==> src/hw/rtl/sve_pkg.sv <==
// ----------------------------------------------------------------------------
// sve_pkg: shared types and constants
// Formats, register codes and the arctangent table for the ERP projector.
// ----------------------------------------------------------------------------
package sve_pkg;

	localparam int COMPONENT_BITS_DEF      = 18;
	localparam int ANGLE_FRACTION_BITS_DEF = 20;

	// Normalized components lie in (-2^31, 2^31).
	localparam int NORM_W       = 33;
	localparam int MAG_W        = 32;
	localparam int SQ_W         = 64;
	localparam int ROOT_STEPS   = 32;
	localparam int NORM_STAGES  = 5;
	localparam int CORDIC_W     = 36;
	localparam int CORDIC_STEPS = 32;
	localparam int ANGLE_W      = 32;

	localparam int WIDTH_W  = 15;
	localparam int HEIGHT_W = 14;
	localparam int COL_W    = 14;
	localparam int ROW_W    = 13;
	localparam int ADDR_W   = 3;
	localparam int DATA_W   = 32;

	localparam logic [WIDTH_W-1:0]  WIDTH_RESET  = 15'd3840;
	localparam logic [WIDTH_W-1:0]  MAX_WIDTH    = 15'd16384;
	localparam logic [HEIGHT_W-1:0] HEIGHT_RESET = 14'd1920;
	localparam logic [HEIGHT_W-1:0] MAX_HEIGHT   = 14'd8192;
	localparam logic [ANGLE_W-1:0]  HALF_TURN    = 32'h8000_0000;

	// Register index as decoded from paddr[2].
	localparam logic REG_FRAME_WIDTH  = 1'b0;
	localparam logic REG_FRAME_HEIGHT = 1'b1;

	typedef struct packed {
		logic signed [NORM_W-1:0] x;
		logic signed [NORM_W-1:0] y;
		logic signed [NORM_W-1:0] z;
		logic                     zero;
	} vec_t;

	typedef struct packed {
		logic signed [CORDIC_W-1:0] a_az;
		logic signed [CORDIC_W-1:0] b_az;
		logic [ANGLE_W-1:0]         ang_az;
		logic signed [CORDIC_W-1:0] a_el;
		logic signed [CORDIC_W-1:0] b_el;
		logic [ANGLE_W-1:0]         ang_el;
		logic                       zero;
		logic                       az_zero;
	} rot_t;

	typedef struct packed {
		logic [COL_W-1:0] col;
		logic [ROW_W-1:0] row;
		logic             invalid;
	} pix_t;

	// atan(2^-i) in turns, 32 fractional bits, rounded to nearest.
	function automatic logic [ANGLE_W-1:0] atan_turns(input logic [4:0] idx);
		logic [ANGLE_W-1:0] r;
		unique case (idx)
			5'd0:  r = 32'd536870912;
			5'd1:  r = 32'd316933406;
			5'd2:  r = 32'd167458907;
			5'd3:  r = 32'd85004756;
			5'd4:  r = 32'd42667331;
			5'd5:  r = 32'd21354465;
			5'd6:  r = 32'd10679838;
			5'd7:  r = 32'd5340245;
			5'd8:  r = 32'd2670163;
			5'd9:  r = 32'd1335087;
			5'd10: r = 32'd667544;
			5'd11: r = 32'd333772;
			5'd12: r = 32'd166886;
			5'd13: r = 32'd83443;
			5'd14: r = 32'd41722;
			5'd15: r = 32'd20861;
			5'd16: r = 32'd10430;
			5'd17: r = 32'd5215;
			5'd18: r = 32'd2608;
			5'd19: r = 32'd1304;
			5'd20: r = 32'd652;
			5'd21: r = 32'd326;
			5'd22: r = 32'd163;
			5'd23: r = 32'd81;
			5'd24: r = 32'd41;
			5'd25: r = 32'd20;
			5'd26: r = 32'd10;
			5'd27: r = 32'd5;
			5'd28: r = 32'd3;
			5'd29: r = 32'd1;
			5'd30: r = 32'd1;
			5'd31: r = 32'd0;
		endcase
		return r;
	endfunction

endpackage

==> src/hw/rtl/sve_cordic_cell.sv <==
// ----------------------------------------------------------------------------
// sve_cordic_cell: one CORDIC vectoring iteration
// Rotates the azimuth and the elevation vector by one table angle each.
// ----------------------------------------------------------------------------
module sve_cordic_cell #(
	parameter int STEP = 0
) (
	input  logic          clk,
	input  logic          arst_n,
	input  logic          en,
	input  logic          valid_in,
	input  sve_pkg::rot_t rot_in,
	output logic          valid_q,
	output sve_pkg::rot_t rot_q
);
	import sve_pkg::*;

	localparam logic [ANGLE_W-1:0] ATAN = atan_turns(5'(STEP));

	logic signed [CORDIC_W-1:0] a_az, b_az, a_el, b_el;
	rot_t nxt;

	always_comb begin
		a_az = rot_in.a_az;
		b_az = rot_in.b_az;
		a_el = rot_in.a_el;
		b_el = rot_in.b_el;
		nxt  = rot_in;
		if (b_az > 0) begin
			nxt.a_az   = a_az + (b_az >>> STEP);
			nxt.b_az   = b_az - (a_az >>> STEP);
			nxt.ang_az = rot_in.ang_az + ATAN;
		end else begin
			nxt.a_az   = a_az - (b_az >>> STEP);
			nxt.b_az   = b_az + (a_az >>> STEP);
			nxt.ang_az = rot_in.ang_az - ATAN;
		end
		if (b_el > 0) begin
			nxt.a_el   = a_el + (b_el >>> STEP);
			nxt.b_el   = b_el - (a_el >>> STEP);
			nxt.ang_el = rot_in.ang_el + ATAN;
		end else begin
			nxt.a_el   = a_el - (b_el >>> STEP);
			nxt.b_el   = b_el + (a_el >>> STEP);
			nxt.ang_el = rot_in.ang_el - ATAN;
		end
	end

	always_ff @(posedge clk or negedge arst_n) begin
		if (!arst_n) begin
			valid_q <= 1'b0;
		end else if (en) begin
			valid_q <= valid_in;
		end
	end

	always_ff @(posedge clk) begin
		if (en) begin
			rot_q <= nxt;
		end
	end

endmodule

==> config.mk <==
export PLATFORM = sky130hd
export DESIGN_NAME = sve_cordic_cell
export DESIGN_NICKNAME = d
export VERILOG_FILES = /design/src/hw/rtl/sve_pkg.sv /design/src/hw/rtl/sve_cordic_cell.sv
export SDC_FILE = /design/constraint.sdc
export NUM_CORES = 1
export LEC_CHECK = 0
export ABC_AREA = 1
export BUFFER_PORTS_ARGS = -buffer_cell sky130_fd_sc_hd__clkbuf_2
export CORE_UTILIZATION = 41
export CTS_BUF_LIST = sky130_fd_sc_hd__clkbuf_4
export DETAILED_ROUTE_END_ITERATION = 8
export PLACE_DENSITY = 0.61
export SYNTH_ARGS = -nofsm -noshare
export SYNTH_HDL_FRONTEND = slang
export SYNTH_SLANG_ARGS = --single-unit
==> constraint.sdc <==
create_clock -name clk -period 1.17 [get_ports clk]
set_clock_uncertainty 0.05 [all_clocks]
set_input_delay 0.0585 -clock clk [delete_from_list [all_inputs] [get_ports clk]]
set_output_delay 0.0585 -clock clk [all_outputs]
set_load 0.005 [all_outputs]
======== Word-level counts from Yosys, hierarchy flattened ========
Index checks and enable logic that the tools add are counted.
operators by class
  bitwise gates (word level) .............. 0
  shift-type cells ........................ 0
  div/mod/pow operators ................... 0
  multipliers ............................. 0
  muxes and demuxes ....................... 2
  magnitude comparators ................... 2
  reduce and logical (&&, ||, !) cells .... 0
  equal/unequal tests ..................... 0
  $add $sub $neg .......................... 10
operators by type and width
  cell                                                 number
  2-to-1 mux 104 bit                                   2
  subtractor 36 bit                                    4
  adder 36 bit                                         2
  > comparator 36 x 1 -> 1 bit, second input constant  2
  adder 32 x 30 -> 32 bit, second input constant       2
  subtractor 32 x 30 -> 32 bit, second input constant  2
word-level totals
  memory bits (writable) .................. 0
  register bits ........................... 211
  output and inout bits ................... 211
  logic and storage cells ................. 23
  memories ................................ 0
  bits in latches ......................... 0
  ROM bits ................................ 0

======== Longest topological paths before layout ========
  depth after elaboration ................. 2
  gate-level depth with buffers ........... 18
  depth with buffers taken out ............ 17

======== Worst setup path after synthesis ========
Ideal clock, no wire load.
  path type ............................... input port to flip-flop
  start point ............................. input rot_in[53] in the netlist's numbering
  end point ............................... register rot_q[33] in the netlist's numbering (data pin)
  buffers on the path ..................... 2
  data required time ...................... 0.866 ns
  setup time .............................. 0.254 ns
  cell stages on the path ................. 13
  arrival ................................. 1.626 ns
  path slack .............................. -0.760 ns
  path through ............................ inv_1 > nand4_1 > nor2_1 > nand3_1 > nor2_1 > nor2_1 > inv_1 > buf_2 > buf_4 > fa_1 > xor2_1 > xor2_1 > inv_1
RTL lines
  what                  RTL line               source
  from (decl)           sve_cordic_cell.sv:12  input sve_pkg::rot_t rot_in,
  to (signal assigned)  sve_cordic_cell.sv:59  rot_q <= nxt;
  to (decl)             sve_cordic_cell.sv:14  output sve_pkg::rot_t rot_q

======== Worst setup path after layout ========
  start point ............................. register rot_q[158] in the netlist's numbering
  end point ............................... output rot_q[158] in the netlist's numbering
No word-level cell between the ends.

==> reports/qor.txt <==
Multi-input logic area - 19400 um^2
Total wire length - 114 mm
Hold_ws - -235 ps
Setup WS post-layout - -455 ps
RSZ-0062 raised after global routing - true
Global route total overflow - 0
Hold Crit Class - input pin to flip-flop
Status - complete, but fails checks
CTS tree - built
Total number of vias - 30437
Area leader, netlist - edfxtp_1
Int Pwr - 23.1 mW
Fillers - 3649
Clk slew on worst S/H paths - 70 ps
Die area - 55500 um^2
Layout cell share with drive strength beyond 1 - 0.550
WS Path Type - flip-flop to output port
HP Start - rot_in[69]
First-pass GRT wire length - 152 mm
Non-Filler Instances - 5665
Tot Pwr - 38.6 mW
Seq cells post-synth - 209
Syn Std Cell Area - 22400 um^2
Crit Reg-Reg Startpoint - valid_q$_DFFE_PN0P_
Root Driver - clkbuf_4
Relative slew slack - 0.689
Detailed Route Iter0 Violations - 2494
Final Cycle Share - 1.39
Final #Nets - 5355
Die width - 236 um
Die H - 236 um
Worst Path Required - 1060 ps
Vias in the first global route - 27839
Crit path cell chain - clkbuf_2
Yosys warns - 0
Worst hold path endpoint - rot_q[32]$_DFFE_PP_
Router iterations before antenna repair - 8
Highest Clock Rate - 0.616 GHz
Number of port buffers - 424
Design area - 42400 um^2
GRT Util Overall - 0.354
Slowest cell delay on critical path - 500 ps
Reg power frac - 0.256
Crit path max fanout - 1
Register Area - 6270 um^2
Crit path DAT - 1520 ps
Slowest cell on the critical path - edfxtp_1
Number of buffer and inverter stages on the critical path - 1
Dpl hpwl - 80.6 mm
Avg Synthesized Cell Area - 6.68 um^2
Post-synth EDFFs - 208
P per Cell Area - 912 nW/um^2
Post-synth top flop - edfxtp_1
Post-Syn Instances - 3346
Setup violators final - 314
Maximum VDD drop - 0.000664 V
RePlAce Congestion - 1.05
Num Clock Sinks - 209
R2R setup slack - 240 ps
Via density - 5.37
RR Endpoint - valid_q$_DFFE_PN0P_
Placed inst area - 32700 um^2
Area Growth Syn to Fin - 89.5%
Max clock buf depth - 3
Crit end category - output port
Initial Util - 0.416
Most common cell after layout, fill and taps aside - buf_4
DRC errors left - 0
Sw Share - 0.401
Synth Net Count - 3786
Yosys cell types - 51
Comb pwr share - 0.541
Register area share after synthesis - 0.280
Worst-Skew Late Latency - 840 ps
Deepest level of the CTS H-tree - 2
Num CTS Buffers - 60
CP startpoint kind - flip-flop
Violated checks - hold timing, setup timing
CORE AREA - 53800 um^2
Top cell type's share of synthesized area - 0.279
Placed cell count - 5191
Final Max Slew Viols - 0
Post-route ant nets - 0
Clk pwr share - 0.204
Commonest cells after routing, fill and taps aside - buf_4, nand2_1, clkbuf_2, inv_1, nand2_2
Leak - 20.7 nW
Hold path cells - 4
Final hold violation count - 34
Slew @ Worst Pin - 462 ps
Top post-synthesis cells by area - edfxtp_1, nand2_1, ha_1
Async SR Flop Fraction - 0.00478
Num ports - 425
Num rows - 85
Drt wl/cell - 20.0 um
CP delay by family, top - flip-flops
Post-layout min period - 1620 ps
Initial antenna violation count - 5
Largest net degree at the start of global routing - 39
Max Cap Violations - 0
Sw power - 15.5 mW
Reg2Reg Depth - 2
==> metal layers <==
metal  up-vias  global-route usage  wire [um]
li1      13985                   -          -
met1     14316               0.421      42100
met2      1611               0.622      55000
met3       525              0.0456       8040
met4         0               0.186       8360
met5         -                   0          0
==> worst min-delay path: cells and delay by family <==
family,cells,cell delay [ps]
buf+inv,2,210
simple gates,1,70
fa+ha+maj,1,190
==> sequential cells by signal, summed over array words and instances, names as in the netlist <==
register / count
rot_q: 208
valid_q: 1
==> cell type report <==
class / instances / share of cell area
diodes: 6 / 0.000354
clock buffers: 87 / 0.0154
clock inverters: 23 / 0.00428
inverters: 515 / 0.0506
multi-input cells: 2530 / 0.459
flip-flops and latches: 209 / 0.148
well taps: 696 / 0.0205
repair buffers: 1599 / 0.302
==> timing repair <==
item,4_1_cts,5_1_grt
hold buffers,196,4
gates resized for setup,271,1245
hold endpoints to repair,401,46
setup endpoints to repair,336,337
pin swaps,76,418
gates cloned,0,9
setup buffers,32,129
==> power by group through the flow <==
| stage | Sequential [mW] | Combinational, mW | Clock (mW) |
|---|---|---|---|
| 6_report | 9.89 | 20.9 | 7.87 |
| 5_1_grt | 9.93 | 22.0 | 8.41 |
| 4_1_cts | 9.86 | 16.6 | 7.93 |
| 3_5_place_dp | 10.0 | 15.1 | 0 |
| 3_3_place_gp | 10.0 | 15.0 | 0 |
| 2_1_floorplan | 9.99 | 7.35 | 0 |
==> cell usage after synthesis (5+ instances only) <==
cell and number:
a31oi_1 7, a21boi_0 5, buf_2 41, and2_1 6, nor2_1 296, nand2_2 14
nand3_1 293, buf_4 37, buf_6 7, o21bai_1 32, ha_1 218, o21ai_1 15
nor2_2 11, or2_2 5, o21ai_0 170, nor3_1 27, nor4_1 7, o211ai_1 5
nand4_1 28, fa_1 8, clkbuf_1 5, xor2_1 85, inv_1 508, a21oi_1 234
edfxtp_1 208, nand3_2 11, nand2_1 1005, a21o_1 13
==> stage by stage <==
stage               TNS (ps)  hold slack, ps  utilization  setup slack, ps
floorplan             -60500            -287            -             -618
global placement     -144330            -217        0.608            -1260
detailed placement   -145700            -215        0.608            -1280
CTS                   -87240            -226        0.685             -502
global route          -81090            -235        0.788             -513
finish                -65440            -235        0.788             -455
==> worst max-delay path by stage <==
stage,startpoint,cells past startpoint,end
2_1_floorplan,rot_in[53],13,rot_q[33]$_DFFE_PP_
3_3_place_gp,rot_in[36],14,rot_q[33]$_DFFE_PP_
3_5_place_dp,rot_in[36],14,rot_q[33]$_DFFE_PP_
4_1_cts,rot_q[202]$_DFFE_PP_,1,rot_q[202]
5_1_grt,rot_q[158]$_DFFE_PP_,1,rot_q[158]
6_report,rot_q[158]$_DFFE_PP_,1,rot_q[158]
==> logic make-up after synthesis <==
logic type / synth area share
AOI/OAI and AO/OA: 0.120
and+or+nand+nor: 0.322
DFF: 0.280
adders and majority gates: 0.129
xor gates and xnor gates: 0.0348
muxes: 0.000503
buffers and inverters: 0.113
(Power assumes the default switching activity.)
