[config.mk]
export PLATFORM = sky130hd
export DESIGN_NAME = sve_pixel_map
export DESIGN_NICKNAME = d
export VERILOG_FILES = /design/src/hw/rtl/sve_pkg.sv /design/src/hw/rtl/sve_pixel_map.sv
export SDC_FILE = /design/constraint.sdc
export NUM_CORES = 2
export LEC_CHECK = 0
export BUFFER_PORTS_ARGS = -buffer_cell sky130_fd_sc_hd__buf_2
export CAP_MARGIN = 10
export CELL_PAD_IN_SITES_DETAIL_PLACEMENT = 1
export CELL_PAD_IN_SITES_GLOBAL_PLACEMENT = 2
export CORE_ASPECT_RATIO = 1.25
export CORE_MARGIN = 4
export CORE_UTILIZATION = 42
export DETAILED_ROUTE_END_ITERATION = 12
export PLACE_DENSITY = 0.82
export SLEW_MARGIN = 0
export SYNTH_ARGS = -nofsm -noshare
export SYNTH_HDL_FRONTEND = slang
export SYNTH_SLANG_ARGS = --single-unit
export TNS_END_PERCENT = 5
[constraint.sdc]
create_clock -name clk -period 7.3 [get_ports clk]
set_input_delay 1.095 -clock clk [delete_from_list [all_inputs] [get_ports clk]]
set_output_delay 1.095 -clock clk [all_outputs]
set_load 0.005 [all_outputs]
[src/hw/rtl/sve_pkg.sv]
// ----------------------------------------------------------------------------
// sve_pkg: shared types and constants
// Formats, register codes and the arctangent table for the ERP projector.
// ----------------------------------------------------------------------------
package sve_pkg;

	localparam int COMPONENT_BITS_DEF      = 18;
	localparam int ANGLE_FRACTION_BITS_DEF = 20;

	// Normalized components lie in (-2^31, 2^31).
	localparam int NORM_W       = 33;
	localparam int MAG_W        = 32;
	localparam int SQ_W         = 64;
	localparam int ROOT_STEPS   = 32;
	localparam int NORM_STAGES  = 5;
	localparam int CORDIC_W     = 36;
	localparam int CORDIC_STEPS = 32;
	localparam int ANGLE_W      = 32;

	localparam int WIDTH_W  = 15;
	localparam int HEIGHT_W = 14;
	localparam int COL_W    = 14;
	localparam int ROW_W    = 13;
	localparam int ADDR_W   = 3;
	localparam int DATA_W   = 32;

	localparam logic [WIDTH_W-1:0]  WIDTH_RESET  = 15'd3840;
	localparam logic [WIDTH_W-1:0]  MAX_WIDTH    = 15'd16384;
	localparam logic [HEIGHT_W-1:0] HEIGHT_RESET = 14'd1920;
	localparam logic [HEIGHT_W-1:0] MAX_HEIGHT   = 14'd8192;
	localparam logic [ANGLE_W-1:0]  HALF_TURN    = 32'h8000_0000;

	// Register index as decoded from paddr[2].
	localparam logic REG_FRAME_WIDTH  = 1'b0;
	localparam logic REG_FRAME_HEIGHT = 1'b1;

	typedef struct packed {
		logic signed [NORM_W-1:0] x;
		logic signed [NORM_W-1:0] y;
		logic signed [NORM_W-1:0] z;
		logic                     zero;
	} vec_t;

	typedef struct packed {
		logic signed [CORDIC_W-1:0] a_az;
		logic signed [CORDIC_W-1:0] b_az;
		logic [ANGLE_W-1:0]         ang_az;
		logic signed [CORDIC_W-1:0] a_el;
		logic signed [CORDIC_W-1:0] b_el;
		logic [ANGLE_W-1:0]         ang_el;
		logic                       zero;
		logic                       az_zero;
	} rot_t;

	typedef struct packed {
		logic [COL_W-1:0] col;
		logic [ROW_W-1:0] row;
		logic             invalid;
	} pix_t;

	// atan(2^-i) in turns, 32 fractional bits, rounded to nearest.
	function automatic logic [ANGLE_W-1:0] atan_turns(input logic [4:0] idx);
		logic [ANGLE_W-1:0] r;
		unique case (idx)
			5'd0:  r = 32'd536870912;
			5'd1:  r = 32'd316933406;
			5'd2:  r = 32'd167458907;
			5'd3:  r = 32'd85004756;
			5'd4:  r = 32'd42667331;
			5'd5:  r = 32'd21354465;
			5'd6:  r = 32'd10679838;
			5'd7:  r = 32'd5340245;
			5'd8:  r = 32'd2670163;
			5'd9:  r = 32'd1335087;
			5'd10: r = 32'd667544;
			5'd11: r = 32'd333772;
			5'd12: r = 32'd166886;
			5'd13: r = 32'd83443;
			5'd14: r = 32'd41722;
			5'd15: r = 32'd20861;
			5'd16: r = 32'd10430;
			5'd17: r = 32'd5215;
			5'd18: r = 32'd2608;
			5'd19: r = 32'd1304;
			5'd20: r = 32'd652;
			5'd21: r = 32'd326;
			5'd22: r = 32'd163;
			5'd23: r = 32'd81;
			5'd24: r = 32'd41;
			5'd25: r = 32'd20;
			5'd26: r = 32'd10;
			5'd27: r = 32'd5;
			5'd28: r = 32'd3;
			5'd29: r = 32'd1;
			5'd30: r = 32'd1;
			5'd31: r = 32'd0;
		endcase
		return r;
	endfunction

endpackage

[src/hw/rtl/sve_pixel_map.sv]
// ----------------------------------------------------------------------------
// sve_pixel_map: angle to pixel index
// Rounds both angles, scales them by the frame size and wraps the indices.
// ----------------------------------------------------------------------------
module sve_pixel_map #(
	parameter int ANGLE_FRACTION_BITS = sve_pkg::ANGLE_FRACTION_BITS_DEF
) (
	input  logic                           clk,
	input  logic                           arst_n,
	input  logic                           en,
	input  logic                           valid_in,
	input  logic [sve_pkg::ANGLE_W-1:0]    ang_az,
	input  logic [sve_pkg::ANGLE_W-1:0]    ang_el,
	input  logic                           zero,
	input  logic                           az_zero,
	input  logic [sve_pkg::WIDTH_W-1:0]    frame_width,
	input  logic [sve_pkg::HEIGHT_W-1:0]   frame_height,
	output logic                           valid_q,
	output sve_pkg::pix_t                  pix_q
);
	import sve_pkg::*;

	localparam int F  = ANGLE_FRACTION_BITS;
	localparam int SD = ANGLE_W - F;
	localparam int VW = F + 3;
	localparam logic [ANGLE_W:0] HALF_RND = (33'd1 << SD) >> 1;
	localparam logic signed [VW-1:0] ONE_V  = VW'(1) << F;
	localparam logic signed [VW-1:0] HALF_V = VW'(1) << (F - 1);

	logic [ANGLE_W-1:0]       az_eff, u32;
	logic [ANGLE_W:0]         u_sum, el_sum;
	logic signed [F:0]        el_f;
	logic signed [VW-1:0]     vf;
	logic [F:0]               vf_clamp;
	logic [WIDTH_W-1:0]       w_eff;
	logic [HEIGHT_W-1:0]      h_eff;

	logic                     valid_s1, valid_s2;
	logic                     zero_s1, zero_s2;
	logic [F:0]               uf_s1, vf_s1;
	logic [WIDTH_W-1:0]       w_s1, w_s2;
	logic [HEIGHT_W-1:0]      h_s1, h_s2;
	logic [F+WIDTH_W:0]       pu_s2;
	logic [F+HEIGHT_W:0]      pv_s2;

	logic [WIDTH_W:0]         m_full;
	logic [HEIGHT_W:0]        n_full;

	always_comb begin
		az_eff = az_zero ? '0 : ang_az;
		u32    = az_eff + HALF_TURN;
		u_sum  = {1'b0, u32} + HALF_RND;
		el_sum = {ang_el[ANGLE_W-1], ang_el} + HALF_RND;
		el_f   = el_sum[ANGLE_W:SD];
		vf     = HALF_V - ({{2{el_f[F]}}, el_f} <<< 1);
		if (vf[VW-1]) begin
			vf_clamp = '0;
		end else if (vf > ONE_V) begin
			vf_clamp = ONE_V[F:0];
		end else begin
			vf_clamp = vf[F:0];
		end
		w_eff = (frame_width > MAX_WIDTH) ? MAX_WIDTH : frame_width;
		h_eff = (frame_height > MAX_HEIGHT) ? MAX_HEIGHT : frame_height;
	end

	assign m_full = pu_s2[F+WIDTH_W:F];
	assign n_full = pv_s2[F+HEIGHT_W:F];

	always_ff @(posedge clk or negedge arst_n) begin
		if (!arst_n) begin
			valid_s1 <= 1'b0;
			valid_s2 <= 1'b0;
			valid_q  <= 1'b0;
		end else if (en) begin
			valid_s1 <= valid_in;
			valid_s2 <= valid_s1;
			valid_q  <= valid_s2;
		end
	end

	always_ff @(posedge clk) begin
		if (en) begin
			uf_s1   <= u_sum[ANGLE_W:SD];
			vf_s1   <= vf_clamp;
			w_s1    <= w_eff;
			h_s1    <= h_eff;
			zero_s1 <= zero;

			pu_s2   <= (F+WIDTH_W+1)'(uf_s1) * (F+WIDTH_W+1)'(w_s1);
			pv_s2   <= (F+HEIGHT_W+1)'(vf_s1) * (F+HEIGHT_W+1)'(h_s1);
			w_s2    <= w_s1;
			h_s2    <= h_s1;
			zero_s2 <= zero_s1;

			pix_q.invalid <= zero_s2;
			// An index at or above the frame size wraps to zero.
			if (zero_s2 || m_full >= {1'b0, w_s2}) begin
				pix_q.col <= '0;
			end else begin
				pix_q.col <= m_full[COL_W-1:0];
			end
			if (zero_s2 || n_full >= {1'b0, h_s2}) begin
				pix_q.row <= '0;
			end else begin
				pix_q.row <= n_full[ROW_W-1:0];
			end
		end
	end

endmodule
=== Yosys cells after proc, flatten, opt, wreduce, memory -nomap -nowiden ===
Cells that the tools add are included.

* ROM bits: 0
* Memory bits (writable): 0
* Latch bits: 0
* Output and inout port bits: 29
* Register bits after elaboration: 204
* Memories: 0

* Shift operators: 0
* Reductions and logical operators: 3
* Bitwise operators: 0
* Add/subtract/negate cells: 4
* Divide/modulo/power cells: 0
* Equality and inequality tests: 0
* Muxes and demuxes: 2
* Multiply operators: 2
* Magnitude comparators: 5

{| class="wikitable"
|+ Operators by type and width
! kind !! count
|-
| $mul A21 B15 Y36 || 1
|-
| $mul A21 B14 Y35 || 1
|-
| $add A32 B12 Y33 const B || 1
|-
| $add A32 B13 Y33 const B || 1
|-
| $add A32 B32 Y32 const B || 1
|-
| $mux W32 || 1
|-
| $gt A23 B22 Y1 const B || 1
|-
| $sub A21 B22 Y23 const A || 1
|-
| $mux W21 || 1
|-
| $ge A16 B15 Y1 || 1
|-
| $ge A15 B14 Y1 || 1
|-
| $gt A15 B15 Y1 const B || 1
|-
| $gt A14 B14 Y1 const B || 1
|-
| $logic_or A1 B1 Y1 || 2
|-
| $reduce_or A2 Y1 || 1
|}

=== Longest topological paths before layout ===
* Depth in word-level cells: 4
* Depth in mapped cells: 24
* Mapped depth without buffers: 23

=== Worst setup path before layout ===
OpenSTA, ideal clock, no wires.

* Path type: register -> register
* From: reg w_s1[0]
* To: reg pu_s2[35] (data pin)
* Path slack: 0.725 ns
* Buffers on the path: 2
* Data required time: 7.040 ns
* Data arrival time: 6.316 ns
* Library setup time: 0.260 ns
* Cell stages (with the launch flop): 24
* Clock period less this slack: 6.575 ns
* Path through: edfxtp_1 > clkbuf_1 > buf_1 > and2_1 > fa_1 > inv_1 > fa_1 > inv_1 > fa_1 > fa_1 > fa_1 > inv_1 > fa_1 > inv_1 > ha_1 > a211oi_1 > o21ai_0 > nor4_1 > a2111oi_0 > o31ai_1 > o31ai_1 > or4_1 > a31oi_1 > xnor2_1

* Word-level cells in the longest chain between the ends: 1

{| class="wikitable"
|+ RTL lines
! what !! RTL line !! RTL
|-
| start, declared || sve_pixel_map.sv:41 || <nowiki>logic [WIDTH_W-1:0] w_s1, w_s2;</nowiki>
|-
| start signal, assigned || sve_pixel_map.sv:86 || <nowiki>w_s1 <= w_eff;</nowiki>
|-
| $mul A21 B15 Y36 || sve_pixel_map.sv:90 || <nowiki>pu_s2 <= (F+WIDTH_W+1)'(uf_s1) * (F+WIDTH_W+1)'(w_s1);</nowiki>
|-
| end signal, assigned || sve_pixel_map.sv:90 ||
|-
| end, declared || sve_pixel_map.sv:43 || <nowiki>logic [F+WIDTH_W:0] pu_s2;</nowiki>
|}

No other way between the ends.
A chain may end at the register's enable or synchronous reset.

=== Worst setup path after layout ===
* From: reg uf_s1[4]
* To: reg pu_s2[35] (data pin)

* Word-level cells in the longest chain between the ends: 1

{| class="wikitable"
|+ RTL lines
! what !! RTL line !! RTL
|-
| start, declared || sve_pixel_map.sv:40 || <nowiki>logic [F:0] uf_s1, vf_s1;</nowiki>
|-
| start signal, assigned || sve_pixel_map.sv:84 || <nowiki>uf_s1 <= u_sum[ANGLE_W:SD];</nowiki>
|-
| $mul A21 B15 Y36 || sve_pixel_map.sv:90 ||
|}

No other way between the ends.

==> results.txt <==
RSZ-0062 raised after global routing: false
endpoints failing setup: 0
Seq cells post-synth: 163
Core Rows: 101
max cap viols: 0
CTS buffer count: 17
CP Launch Type: flip-flop
max_slew headroom: 15.3%
grt ovf: 0
final worst slack: 0.263 ns
Root Driver: clkbuf_16
CP endpoint kind: flip-flop
Fmax: 142 MHz
leading cell type in the layout, fill and taps excluded: inv_1
Worst Tran Pin Value: 1.27 ns
critical path class: reg -> reg
Post-synth EDFFs: 160
Die W: 231 um
post-route ant nets: 0
worst clock skew: 0.0149 ns
top cells by area, synth: fa_1, edfxtp_1, ha_1
layout cell share with drive strength beyond 1: 9.94%
post-synthesis sequential area ratio: 18.7%
Max clock buf depth: 2
CP Data Arrival Time: 7.27 ns
routed wire length: 69600 um
Die Height: 287 um
global-route wire length before repair: 113000 um
cell area after placement: 0.0283 mm^2
final hold slack: 0.386 ns
Final Hold Violating Endpoints: 0
routed len/inst: 18.8 um
Worst Hold Class: in -> async
Mapped Nets: 3503
I/O Buffers: 105
cell area after layout: 0.0290 mm^2
CTS clk-pin slew, worst paths: 0.07 ns
outcome: finished clean
largest net degree at the start of global routing: 102
post-synth top area cell: fa_1
DR vias: 18800
area share of the largest cell type after synthesis: 35.0%
commonest cells after routing, fill and taps aside: inv_1, fa_1, nand2_1
CP Data Required Time: 7.53 ns
Netlist Area Pre-Place: 0.0261 mm^2
drt first pass iters: 5
Initial Util: 42.7%
final max-slew violation count: 0
Syn-to-layout area delta: 10.9%
CTS sink count: 163
HPWL after DPL: 58200 um
Clock Latency Late Sink: 0.49 ns
GR Util All Layers: 21.7%
post-layout util: 47.4%
period utilisation layout: 96.4%
Top FF cell, synth: edfxtp_1
Mapped Cells: 2723
crit path max fanout: 9
unique cell type count in the Yosys netlist: 69
H-tree level count: 4
Synth Warn #: 0
initial DRC count: 656
GPL Wtd Cong: 0.862
pre-CTS setup slack: -0.104 ns
Via density: 5.09
number of remaining DRC errors: 0
core footprint: 0.0612 mm^2
Post-synth ARST share: 1.84%
fin nets: 3635
Avg Inst Size Synth: 9.59 um^2
initial antenna violation count: 3
io pins: 128
fin crit period: 7.04 ns
CTS tree: yes
die area: 0.0663 mm^2
vias in the first global route: 22100
==> sequential cells by signal, indices dropped and copies added (netlist names), 14 cells and up <==
signal	flops
h_s1	14
h_s2	14
pix_q	28
pu_s2	16
pv_s2	15
uf_s1	21
vf_s1	20
w_s1	15
w_s2	15
==> final cells by class <==
| cell class | instances | area [um^2] |
|---|---|---|
| antenna | 2 | 5.00 |
| clock buffer | 18 | 429 |
| clock inverter | 14 | 118 |
| fill | 7051 | 32200 |
| inverter | 584 | 2190 |
| multi-input combinational | 1851 | 18600 |
| sequential | 163 | 4880 |
| tap | 824 | 1030 |
| timing repair buffer | 238 | 1730 |
==> layer usage <==
layer	track usage [%]	vias up	wire, um
li1	-	8630	-
met1	23.5	9817	26400
met2	43.0	249	39400
met3	2.61	121	1550
met4	7.84	2	2250
met5	0	-	7
==> worst paths after layout <==
| kind | start | end | slack (ns) | depth (start not counted) |
|---|---|---|---|---|
| worst max-delay path | uf_s1[4] | pu_s2[35] | 0.26 | 20 |
| worst min-delay path | arst_n | valid_s1 | 0.39 | 1 |
| worst max register to register | uf_s1[4] | pu_s2[35] | 0.26 | 20 |
| worst min register to register | zero_s1 | zero_s2 | 0.44 | 0 |
| max in group asynchronous | arst_n | valid_q | 6.81 | 1 |
| min in group clk | zero_s1 | zero_s2 | 0.44 | 0 |
==> Yosys cell counts (20+ instances only) <==
cell type    n
a211oi_1    26
a21o_1      20
a21oi_1     42
and2_1     307
clkbuf_1   117
edfxtp_1   160
fa_1       456
ha_1       225
inv_1      583
nand2_1    342
nand3_1     26
nor2_1      64
nor2b_1     42
nor3_1      34
o21ai_0     29
xnor2_1     46
xor2_1      28
==> cell families (layout without fill, tap and decap cells) <==
kind of cell	after synthesis	after routing	share of synthesized area (%)
flops	163	163	18.7
simple gates	904	904	17.8
compound gates	184	184	4.75
mux	8	8	0.321
xor+xnor	74	74	2.48
fa+ha+maj	681	681	45.7
other cells	0	2	0
buf+inv	709	854	10.2
==> timing repair <==
item,in CTS,in global routing
pin swaps,0,0
gates cloned,0,0
setup buffers,0,3
hold buffers,0,0
endpoints found under the setup margin,1,6
gates resized for setup,1,3
==> stage by stage <==
stage	instances	TNS [ns]
final	3694	0
after CTS	3689	0
after floorplan	2723	0
after global routing	3694	0
after detailed placement	3657	-0.104
after global placement	3657	-0.00997
==> worst max-delay path: stages, from the launching register on <==
cell       delay, ns
edfxtp_1        0.61
and2_1          0.28
fa_1            0.47
fa_1            0.52
fa_1            0.52
fa_1            0.52
fa_1            0.54
inv_1           0.05
fa_1            0.56
inv_1           0.05
ha_1            0.32
a211oi_1        0.24
o21ai_0         0.20
nor4_1          0.31
a2111oi_0       0.18
buf_4           0.19
o31ai_4         0.31
o31ai_1         0.16
or4_1           0.45
a31oi_1         0.23
xnor2_1         0.08
Power is not shown: default switching activity piles up to over one toggle a cycle in this logic, so the estimate is an artifact.
