`src/hw/rtl/sve_pkg.sv`:
```
// ----------------------------------------------------------------------------
// sve_pkg: shared types and constants
// Formats, register codes and the arctangent table for the ERP projector.
// ----------------------------------------------------------------------------
package sve_pkg;

	localparam int COMPONENT_BITS_DEF      = 18;
	localparam int ANGLE_FRACTION_BITS_DEF = 20;

	// Normalized components lie in (-2^31, 2^31).
	localparam int NORM_W       = 33;
	localparam int MAG_W        = 32;
	localparam int SQ_W         = 64;
	localparam int ROOT_STEPS   = 32;
	localparam int NORM_STAGES  = 5;
	localparam int CORDIC_W     = 36;
	localparam int CORDIC_STEPS = 32;
	localparam int ANGLE_W      = 32;

	localparam int WIDTH_W  = 15;
	localparam int HEIGHT_W = 14;
	localparam int COL_W    = 14;
	localparam int ROW_W    = 13;
	localparam int ADDR_W   = 3;
	localparam int DATA_W   = 32;

	localparam logic [WIDTH_W-1:0]  WIDTH_RESET  = 15'd3840;
	localparam logic [WIDTH_W-1:0]  MAX_WIDTH    = 15'd16384;
	localparam logic [HEIGHT_W-1:0] HEIGHT_RESET = 14'd1920;
	localparam logic [HEIGHT_W-1:0] MAX_HEIGHT   = 14'd8192;
	localparam logic [ANGLE_W-1:0]  HALF_TURN    = 32'h8000_0000;

	// Register index as decoded from paddr[2].
	localparam logic REG_FRAME_WIDTH  = 1'b0;
	localparam logic REG_FRAME_HEIGHT = 1'b1;

	typedef struct packed {
		logic signed [NORM_W-1:0] x;
		logic signed [NORM_W-1:0] y;
		logic signed [NORM_W-1:0] z;
		logic                     zero;
	} vec_t;

	typedef struct packed {
		logic signed [CORDIC_W-1:0] a_az;
		logic signed [CORDIC_W-1:0] b_az;
		logic [ANGLE_W-1:0]         ang_az;
		logic signed [CORDIC_W-1:0] a_el;
		logic signed [CORDIC_W-1:0] b_el;
		logic [ANGLE_W-1:0]         ang_el;
		logic                       zero;
		logic                       az_zero;
	} rot_t;

	typedef struct packed {
		logic [COL_W-1:0] col;
		logic [ROW_W-1:0] row;
		logic             invalid;
	} pix_t;

	// atan(2^-i) in turns, 32 fractional bits, rounded to nearest.
	function automatic logic [ANGLE_W-1:0] atan_turns(input logic [4:0] idx);
		logic [ANGLE_W-1:0] r;
		unique case (idx)
			5'd0:  r = 32'd536870912;
			5'd1:  r = 32'd316933406;
			5'd2:  r = 32'd167458907;
			5'd3:  r = 32'd85004756;
			5'd4:  r = 32'd42667331;
			5'd5:  r = 32'd21354465;
			5'd6:  r = 32'd10679838;
			5'd7:  r = 32'd5340245;
			5'd8:  r = 32'd2670163;
			5'd9:  r = 32'd1335087;
			5'd10: r = 32'd667544;
			5'd11: r = 32'd333772;
			5'd12: r = 32'd166886;
			5'd13: r = 32'd83443;
			5'd14: r = 32'd41722;
			5'd15: r = 32'd20861;
			5'd16: r = 32'd10430;
			5'd17: r = 32'd5215;
			5'd18: r = 32'd2608;
			5'd19: r = 32'd1304;
			5'd20: r = 32'd652;
			5'd21: r = 32'd326;
			5'd22: r = 32'd163;
			5'd23: r = 32'd81;
			5'd24: r = 32'd41;
			5'd25: r = 32'd20;
			5'd26: r = 32'd10;
			5'd27: r = 32'd5;
			5'd28: r = 32'd3;
			5'd29: r = 32'd1;
			5'd30: r = 32'd1;
			5'd31: r = 32'd0;
		endcase
		return r;
	endfunction

endpackage

```
`src/hw/rtl/sve_isqrt_cell.sv`:
```
// ----------------------------------------------------------------------------
// sve_isqrt_cell: one digit of the integer square root
// Decides one result bit and carries the component vector alongside.
// ----------------------------------------------------------------------------
module sve_isqrt_cell #(
	parameter int STEP = 0
) (
	input  logic                       clk,
	input  logic                       arst_n,
	input  logic                       en,
	input  logic                       valid_in,
	input  logic [sve_pkg::SQ_W-1:0]   rem_in,
	input  logic [sve_pkg::SQ_W-1:0]   res_in,
	input  sve_pkg::vec_t              vec_in,
	output logic                       valid_q,
	output logic [sve_pkg::SQ_W-1:0]   rem_q,
	output logic [sve_pkg::SQ_W-1:0]   res_q,
	output sve_pkg::vec_t              vec_q
);
	import sve_pkg::*;

	localparam logic [SQ_W-1:0] BIT = 64'd1 << (SQ_W - 2 - 2 * STEP);

	logic [SQ_W-1:0] trial;

	assign trial = res_in + BIT;

	always_ff @(posedge clk or negedge arst_n) begin
		if (!arst_n) begin
			valid_q <= 1'b0;
		end else if (en) begin
			valid_q <= valid_in;
		end
	end

	always_ff @(posedge clk) begin
		if (en) begin
			vec_q <= vec_in;
			if (rem_in >= trial) begin
				rem_q <= rem_in - trial;
				res_q <= (res_in >> 1) + BIT;
			end else begin
				rem_q <= rem_in;
				res_q <= res_in >> 1;
			end
		end
	end

endmodule

```
`config.mk`:
```
export PLATFORM = sky130hd
export DESIGN_NAME = sve_isqrt_cell
export DESIGN_NICKNAME = d
export VERILOG_FILES = /design/src/hw/rtl/sve_pkg.sv /design/src/hw/rtl/sve_isqrt_cell.sv
export SDC_FILE = /design/constraint.sdc
export NUM_CORES = 1
export LEC_CHECK = 0
export BUFFER_PORTS_ARGS = -buffer_cell sky130_fd_sc_hd__buf_4
export CAP_MARGIN = 20
export CORE_AREA = 2 2 181 183
export CTS_BUF_LIST = sky130_fd_sc_hd__clkbuf_8
export DETAILED_ROUTE_END_ITERATION = 12
export DIE_AREA = 0 0 183 185
export GPL_TIMING_DRIVEN = 0
export PLACE_DENSITY = 0.66
export RECOVER_POWER = 100
export SYNTH_ARGS = -nofsm -noshare
export SYNTH_HDL_FRONTEND = slang
export SYNTH_SLANG_ARGS = --single-unit
```
`constraint.sdc`:
```
create_clock -name clk -period 1.1 [get_ports clk]
set_clock_uncertainty 0.1 [all_clocks]
set_input_delay 0.22 -clock clk [delete_from_list [all_inputs] [get_ports clk]]
set_output_delay 0.22 -clock clk [all_outputs]
set_load 0.01 [all_outputs]
```
# Yosys cells after proc, flatten, opt, wreduce, memory -nomap -nowiden

Cells that the tools add are included.

Register bits after elaboration: 229
Input bits: 232
Output and inout port bits: 229
Logic and storage cells: 14

Add/subtract/negate cells: 3
$lt $le $gt $ge: 1
Mux-type cells: 2

Operators by type and width:

| cell                   | count |
|---|---|
| $add 63x63->64 const B | 1 |
| $add 64x63->64 const B | 1 |
| $ge 64x64->1           | 1 |
| $mux 64                | 1 |
| $sub 64x64->64         | 1 |
| $mux 63                | 1 |

# Longest topological paths before layout

Gate-level depths: netlist of the first run.

Depth after elaboration: 3
Mapped depth: 15
Depth with buffers taken out: 13

# Worst setup path after synthesis of the first run

Ideal clock, no wire load.

Path kind: input-to-reg
Start: input rem_in[0] (netlist name)
End: register rem_q[53] (netlist name) (data pin)
Setup time: 262 ps
Data arrival time: 2,803 ps
Data required time: 738 ps
Slack: -2,065 ps
Stages on the path: 13
Path buffers: 2
Path through: inv_1 > ha_1 > fa_1 > nand2b_1 > a21oi_1 > o21ai_1 > o21ba_1 > a31oi_4 > o211ai_1 > a31oi_1 > buf_4 > buf_4 > mux2_1

Cells in the longest elaborated chain, start to end: 2
Elaborated cells on any way between the ends: 3
Those cells by class: add/sub: 1; order compare: 1; mux: 1

RTL lines:

| what                                           | line                                       | text |
|---|---|---|
| start, declared                                | sve_isqrt_cell.sv:12                       | `input logic [sve_pkg::SQ_W-1:0] rem_in,` |
| $sub 64x64->64 or $ge 64x64->1 (tied branches) | sve_isqrt_cell.sv:40, sve_isqrt_cell.sv:39 |  |
| $mux 64 *                                      | sve_isqrt_cell.sv:39                       | `if (rem_in >= trial) begin` |
| end signal, assigned                           | sve_isqrt_cell.sv:40                       | `rem_q <= rem_in - trial;` |
| end signal, assigned                           | sve_isqrt_cell.sv:43                       | `rem_q <= rem_in;` |
| end, declared                                  | sve_isqrt_cell.sv:16                       | `output logic [sve_pkg::SQ_W-1:0] rem_q,` |

Mark *: on every way between the ends. The rest lies on a longest branch, timed or not.
A chain may end at the register's enable or synchronous reset.

# Worst setup path after layout of the first run

Start: input res_in[33] (netlist name)
End: register rem_q[62] (netlist name) (data pin)

Cells in the longest elaborated chain, start to end: 3
Elaborated cells on any way between the ends: 4
Those cells by class: add/sub: 2; order compare: 1; mux: 1

RTL lines:

| what                                           | line                                       | text |
|---|---|---|
| start, declared                                | sve_isqrt_cell.sv:13                       | `input logic [sve_pkg::SQ_W-1:0] res_in,` |
| $add 64x63->64 *                               | sve_isqrt_cell.sv:26                       | `assign trial = res_in + BIT;` |
| $sub 64x64->64 or $ge 64x64->1 (tied branches) | sve_isqrt_cell.sv:40, sve_isqrt_cell.sv:39 |  |
| $mux 64 *                                      | sve_isqrt_cell.sv:39                       |  |

Marked as above.

==> results of run 1 <==
-- logic make-up (layout without fill, tap and decap cells) --
group	after synthesis	after routing
AO/OA/AOI/OAI	272	272
XOR/XNOR	56	56
adder cells (fa/ha/maj)	65	65
buffers and inverters	123	920
flip-flops	229	229
multiplexers	53	53
other	0	3
AND/OR/NAND/NOR	223	223
-- area by class of cell --
cell class | count | share of cell area [%]
clock inverter | 28 | 0.740
inverter | 87 | 1.58
sequential | 229 | 31.7
clock buffer | 44 | 2.80
tap | 408 | 2.36
buffer | 16 | 0.925
multi-input combinational | 669 | 26.4
timing repair buffer | 745 | 33.5
antenna | 3 | 0.0347
-- timing repair --
action,in CTS,in global routing
hold buffers,230,1
resized for setup,316,132
pin swaps,25,27
setup buffers,34,14
hold endpoints to repair,230,1
setup endpoints to repair,420,344
gates cloned,5,3
-- worst paths after layout --
path	startpoint	to	slack, ns	depth (start not counted)
worst max-delay path	res_in[33]	rem_q[62]	-1.62	16
worst min-delay path	res_in[1]	rem_q[1]	0.06	3
worst min register to register	valid_q	valid_q	0.57	2
min in group asynchronous	arst_n	valid_q	0.45	3
worst max register to register	valid_q	valid_q	0.08	2
max in group asynchronous	arst_n	valid_q	0.33	3
-- flip-flops by register name, summed over array words and instances (netlist names) --
signal,flops
vec_q,100
res_q,64
valid_q,1
rem_q,64
-- layout by cell type (no fill, tap or decap), types with 40 or more instances in the layout --
cell type      Yosys  layout
a21oi_1          101      69
ha_1              64      40
buf_6              4     230
buf_4              3     263
a21o_1            41      41
nor2_1            60      47
edfxtp_1         228     228
mux2_4             0      52
dlygate4sd3_1      0     231
clkbuf_8           0      44
inv_1             87      93
nand2_1           69      61
-- worst reg2reg max path, cell delays in order, from the launching register on --
cell,delay [ns]
dfrtp_1,0.40
buf_4,0.14
mux2_4,0.26
-- stage by stage --
stage | utilization (%) | instance area [µm²]
after floorplan | - | 12400
after global placement | 51.1 | 16400
after detailed placement | 51.2 | 16400
after CTS | 65.7 | 21100
after global routing | 67.6 | 21700
final | 67.6 | 21700
-- where the power goes --
group,total (W),internal [W],switching [W]
Clock,0.00774,0.00396,0.00378
Combinational,0.00941,0.00521,0.00420
Sequential,0.0111,0.0107,0.000426
-- per-layer routing --
layer  part of all wire, %  GRT usage (%)  up-vias
met4                   3.6           8.51        0
met3                   7.5           5.82      108
met1                    40           31.9     5600
li1                      -              -     5349
met2                    49           45.2      514
met5                     0              0        -
==> results.sh, run 1 <==
export IMPL_status="complete, but fails checks"
export IMPL_violations="negative setup slack"
export IMPL_htreeDepth=2
export IMPL_clk_latency_ns=0.56
export IMPL_grt_overflow_total=0
export IMPL_place_ws_ns=-3.16
export IMPL_port_buffer_count=460
export IMPL_tritoncts="done"
export IMPL_drt_iter0_markers=633
export IMPL_synth_most_common_cell="edfxtp_1"
export IMPL_synth_compound_area_share_pct=14.4
export IMPL_dp_final_hpwl_um=31200
export IMPL_routabilityCongestion=0.854
export IMPL_cts_made_buffers=41
export IMPL_multi_input_area_um2=5710
export IMPL_crit_required_ns=1.31
export IMPL_endpoint_kind="flip-flop"
export IMPL_fin_ws_ns=-1.62
export IMPL_async_flop_share_pct=0.437
export IMPL_grt_max_degree=107
export IMPL_ant_nets=0
export IMPL_ys_flop_type="edfxtp_1"
export IMPL_final_cells=2229
export IMPL_max_freq_mhz=368
export IMPL_antenna_found_initial=3
export IMPL_maxCapViolCount=0
export IMPL_muxShareOfSynthArea_pct=4.92
export IMPL_synth_simple_area_share_pct=8.97
export IMPL_synthAdderAreaFrac_pct=6.77
export IMPL_power_density_nw_per_um2=1310
export IMPL_tightest_slew_ns=1.15
export IMPL_num_io_pins=461
export IMPL_die_w_um=183
export IMPL_grt_pass1_vias=11600
export IMPL_grt_pass1_wl_um=67300
export IMPL_route_vias_total=11600
export IMPL_die_area_um2=33900
export IMPL_power_leakage_nw=9.32
export IMPL_finalPower_w=0.0283
export IMPL_initial_utilization_pct=37.8
export IMPL_drv_slew=0
export IMPL_synth_edf_count=228
export IMPL_core_area_um2=32000
export IMPL_max_stage_delay_ns=0.36
export IMPL_nFillCells=2250
export IMPL_cts_max_path_buffers=3
export IMPL_synth_top_family_by_area="compound AO/OA/AOI/OAI gates"
export IMPL_crit_arrival_ns=2.93
export IMPL_hold_violations=0
export IMPL_grt_setup_unrepaired="true"
export IMPL_syn_inst=1021
export IMPL_fin_tns_setup_ns=-193.87
export IMPL_synthTopCellsByCount="edfxtp_1, a21oi_1, inv_1"
export IMPL_rows=66
export IMPL_grt_usage_pct=25.9
export IMPL_layout_drive_gt1_share_pct=42.4
export IMPL_syn2layout_area_growth_pct=78.7
export IMPL_ys_seq_area_share_pct=56.7
export IMPL_synth_area_um2=12100
export IMPL_yosys_area_top_type_share_pct=56.5
export IMPL_slew_headroom_pct=23.3
export IMPL_synth_cell_types=68
export IMPL_drt_wl_total_um=47600
export IMPL_via_per_inst=5.19
export IMPL_wl_per_cell_um=21.3
export IMPL_yosysTopAreaCell="edfxtp_1"
export IMPL_critPathLaunchType="input pin"
export IMPL_hold_path_class="in -> reg"
export IMPL_ir_drop_mv=0.973
export IMPL_nNetsFinal=2086
export IMPL_critPathKind="in -> reg"
export IMPL_critPathTopFamily="compound AO/OA/AOI/OAI gates"
export IMPL_synthTopCellsByArea="edfxtp_1, ha_1, a21oi_1"
export IMPL_fin_crit_ns=2.72
export IMPL_drcViolationCount=0
export IMPL_setup_viol=420
export IMPL_cts_sinks=229
export IMPL_clockRootBuffer="clkbuf_8"
export IMPL_fin_crit_sh_pct=247
export IMPL_path_cells="buf_4 > inv_1 > ha_2 > a21o_1 > a21o_1 > a21oi_2 > o21ai_0 > a21oi_2 > a2bb2oi_2 > a31oi_2 > buf_6 > buf_8 > buf_12 > o21ai_2 > o21ai_1 > or3b_1"
export IMPL_yosys_register_bits=229
export IMPL_clk_pin_slew_worst_paths_ns=0.06
export IMPL_drt_first_pass_iters=7
export IMPL_cpMaxStageDelayCell="or3b_1"
export IMPL_crit_fanout=7
export IMPL_die_h_um=185
export IMPL_cp_buffers_inverters=5
export IMPL_seq_area_um2=6870
export IMPL_syn_num_nets=1318
export IMPL_whs_ns=0.0567
export IMPL_synth_xor_area_share_pct=4.05
export IMPL_yosysWarnings=0
export IMPL_avgSynthCellArea_um2=11.9
export IMPL_place_inst=1890
Note: power is estimated with default switching activity, not from simulation.
==> inputs of run 2 (changes only) <==
==> constraint.sdc (replaced) <==
create_clock -name clk -period 2.54 [get_ports clk]
set_clock_uncertainty 0.1 [all_clocks]
set_input_delay 0.508 -clock clk [delete_from_list [all_inputs] [get_ports clk]]
set_output_delay 0.508 -clock clk [all_outputs]
set_load 0.01 [all_outputs]
==> results.sh, run 2 (synthesis results as in run 1) <==
export IMPL_grt_usage_pct=24.2
export IMPL_cts_max_path_buffers=3
export IMPL_status="complete, but fails checks"
export IMPL_antenna_cells=0
export IMPL_crit_arrival_ns=3.21
export IMPL_fin_crit_ns=2.99
export IMPL_power_frac_seq_pct=40.6
export IMPL_hold_violations=0
export IMPL_grt_pass1_wl_um=62700
export IMPL_cts_made_buffers=41
export IMPL_wl_per_cell_um=20.6
export IMPL_path_cells="buf_4 > inv_1 > ha_2 > a21o_1 > a21o_1 > a21oi_2 > o21ai_0 > a21oi_2 > a2bb2oi_2 > a31oi_2 > buf_6 > buf_12 > buf_12 > o21ai_2 > o21ai_1 > or3b_1"
export IMPL_seq_area_um2=6870
export IMPL_clock_power_share_pct=28.2
export IMPL_violations="negative setup slack"
export IMPL_crit_required_ns=2.76
export IMPL_critPathLaunchType="input pin"
export IMPL_cpMaxStageDelayCell="or3b_1"
export IMPL_final_core_util_pct=61.0
export IMPL_routabilityCongestion=0.854
export IMPL_setup_viol=66
export IMPL_final_common_cell="buf_4"
export IMPL_top_register="vec_q"
export IMPL_r2r_setup_slack_ns=1.65
export IMPL_endpoint_kind="flip-flop"
export IMPL_ir_drop_mv=0.388
export IMPL_cts_sinks=229
export IMPL_most_common_layout_cells="buf_4, edfxtp_1, dlygate4sd3_1"
export IMPL_clk_latency_ns=0.55
export IMPL_nFillCells=2597
export IMPL_power_density_nw_per_um2=597
export IMPL_syn2layout_area_growth_pct=61.4
export IMPL_route_vias_total=10900
export IMPL_core_area_um2=32000
export IMPL_top_regs="vec_q: 100 flops, rem_q: 64 flops, res_q: 64 flops"
export IMPL_slew_headroom_pct=40.3
export IMPL_r2r_end="valid_q"
export IMPL_maxCapViolCount=0
export IMPL_die_area_um2=33900
export IMPL_fin_ws_ns=-0.454
export IMPL_largest_reg_flops=100
export IMPL_drv_slew=0
export IMPL_clockRootBuffer="clkbuf_8"
export IMPL_ant_nets=0
export IMPL_tightest_slew_ns=0.896
export IMPL_die_h_um=185
export IMPL_drt_first_pass_iters=5
export IMPL_die_w_um=183
export IMPL_fin_crit_sh_pct=118
export IMPL_via_per_inst=5.15
export IMPL_p_int_w=0.00825
export IMPL_clk_pin_slew_worst_paths_ns=0.06
export IMPL_nNetsFinal=1968
export IMPL_fin_tns_setup_ns=-24.68
export IMPL_grt_max_degree=126
export IMPL_dp_final_hpwl_um=31200
export IMPL_multi_input_area_um2=5680
export IMPL_grt_pass1_vias=10900
export IMPL_max_stage_delay_ns=0.36
export IMPL_num_io_pins=461
export IMPL_port_buffer_count=460
export IMPL_final_cells=2108
export IMPL_drt_wl_total_um=43400
export IMPL_htreeDepth=2
export IMPL_critPathKind="in -> reg"
export IMPL_crit_path_end="rem_q[62]"
export IMPL_tritoncts="done"
export IMPL_grt_setup_unrepaired="true"
export IMPL_drt_iter0_markers=597
export IMPL_switching_share_pct=29.4
export IMPL_comb_power_share_pct=31.2
export IMPL_antenna_found_initial=2
export IMPL_layout_drive_gt1_share_pct=44.4
export IMPL_reg2reg_from="valid_q"
export IMPL_ff2ff_path_depth=1
export IMPL_initial_utilization_pct=37.8
export IMPL_crit_fanout=7
export IMPL_place_inst=1890
export IMPL_hold_path_class="in -> reg"
export IMPL_power_leakage_nw=8.48
export IMPL_max_freq_mhz=334
export IMPL_p_sw_w=0.00343
export IMPL_crit_start="res_in[33]"
export IMPL_drcViolationCount=0
export IMPL_rows=66
export IMPL_grt_overflow_total=0
[run 2: stage by stage]
stage / total power [W] / cell area, µm² / hold WS, ns / worst slack (ns)
floorplan: 0.00635 / 12400 / 0.112 / -0.642
global placement: 0.00768 / 16400 / 0.184 / -2.04
detailed placement: 0.00772 / 16400 / 0.184 / -2.01
CTS: 0.0116 / 19300 / 0.0000950 / -0.415
global route: 0.0122 / 19600 / 0.00850 / -0.515
finish: 0.0117 / 19600 / 0.0321 / -0.454
[run 2: area by class of cell]
type	instances	area share, %
repair buffers	629	26.6
multi-input cells	669	29.0
flip-flops and latches	229	35.1
plain buffers	14	0.902
clock buffers	44	3.10
clock inverters	28	0.819
well taps	408	2.61
inverters	87	1.75
[run 2: power by group through the flow]
| stage | logic, W | clock network, W | registers (W) |
|---|---|---|---|
| 2_1_floorplan | 0.00134 | 0 | 0.00501 |
| 3_3_place_gp | 0.00288 | 0 | 0.00481 |
| 3_5_place_dp | 0.00291 | 0 | 0.00480 |
| 4_1_cts | 0.00350 | 0.00338 | 0.00473 |
| 5_1_grt | 0.00388 | 0.00353 | 0.00477 |
| 6_report | 0.00365 | 0.00329 | 0.00474 |
[run 2: critical path, delay by kind of cell]
kind | cells | cell delay (ns)
fa+ha+maj | 1 | 0.31
buf+inv | 5 | 0.60
compound gates | 9 | 1.42
simple gates | 1 | 0.36
[run 2: repair_timing]
action / 4_1_cts / 5_1_grt
gates cloned: 4 / 3
setup endpoints to repair: 66 / 66
hold buffers: 117 / 0
setup buffers: 35 / 13
hold endpoints to repair: 117 / 0
pin swaps: 26 / 29
resized for setup: 146 / 83
[run 2: how the worst min path moves through the flow]
stage          cells after the start  startpoint  slack [ns]   endpoint
2_1_floorplan                      0      arst_n        0.11    valid_q
3_3_place_gp                       1      arst_n        0.18    valid_q
3_5_place_dp                       1      arst_n        0.18    valid_q
4_1_cts                            1  vec_in[23]     0.00009  vec_q[23]
5_1_grt                            1  res_in[11]       0.008  res_q[10]
6_report                           1  res_in[17]        0.03  res_q[16]
[run 2: routing by layer]
layer	up-vias	global-route usage, %	wire [µm]
li1	5111	-	-
met1	5210	29.9	17500
met2	459	41.8	21400
met3	79	5.78	3250
met4	4	7.81	1200
met5	-	0	29
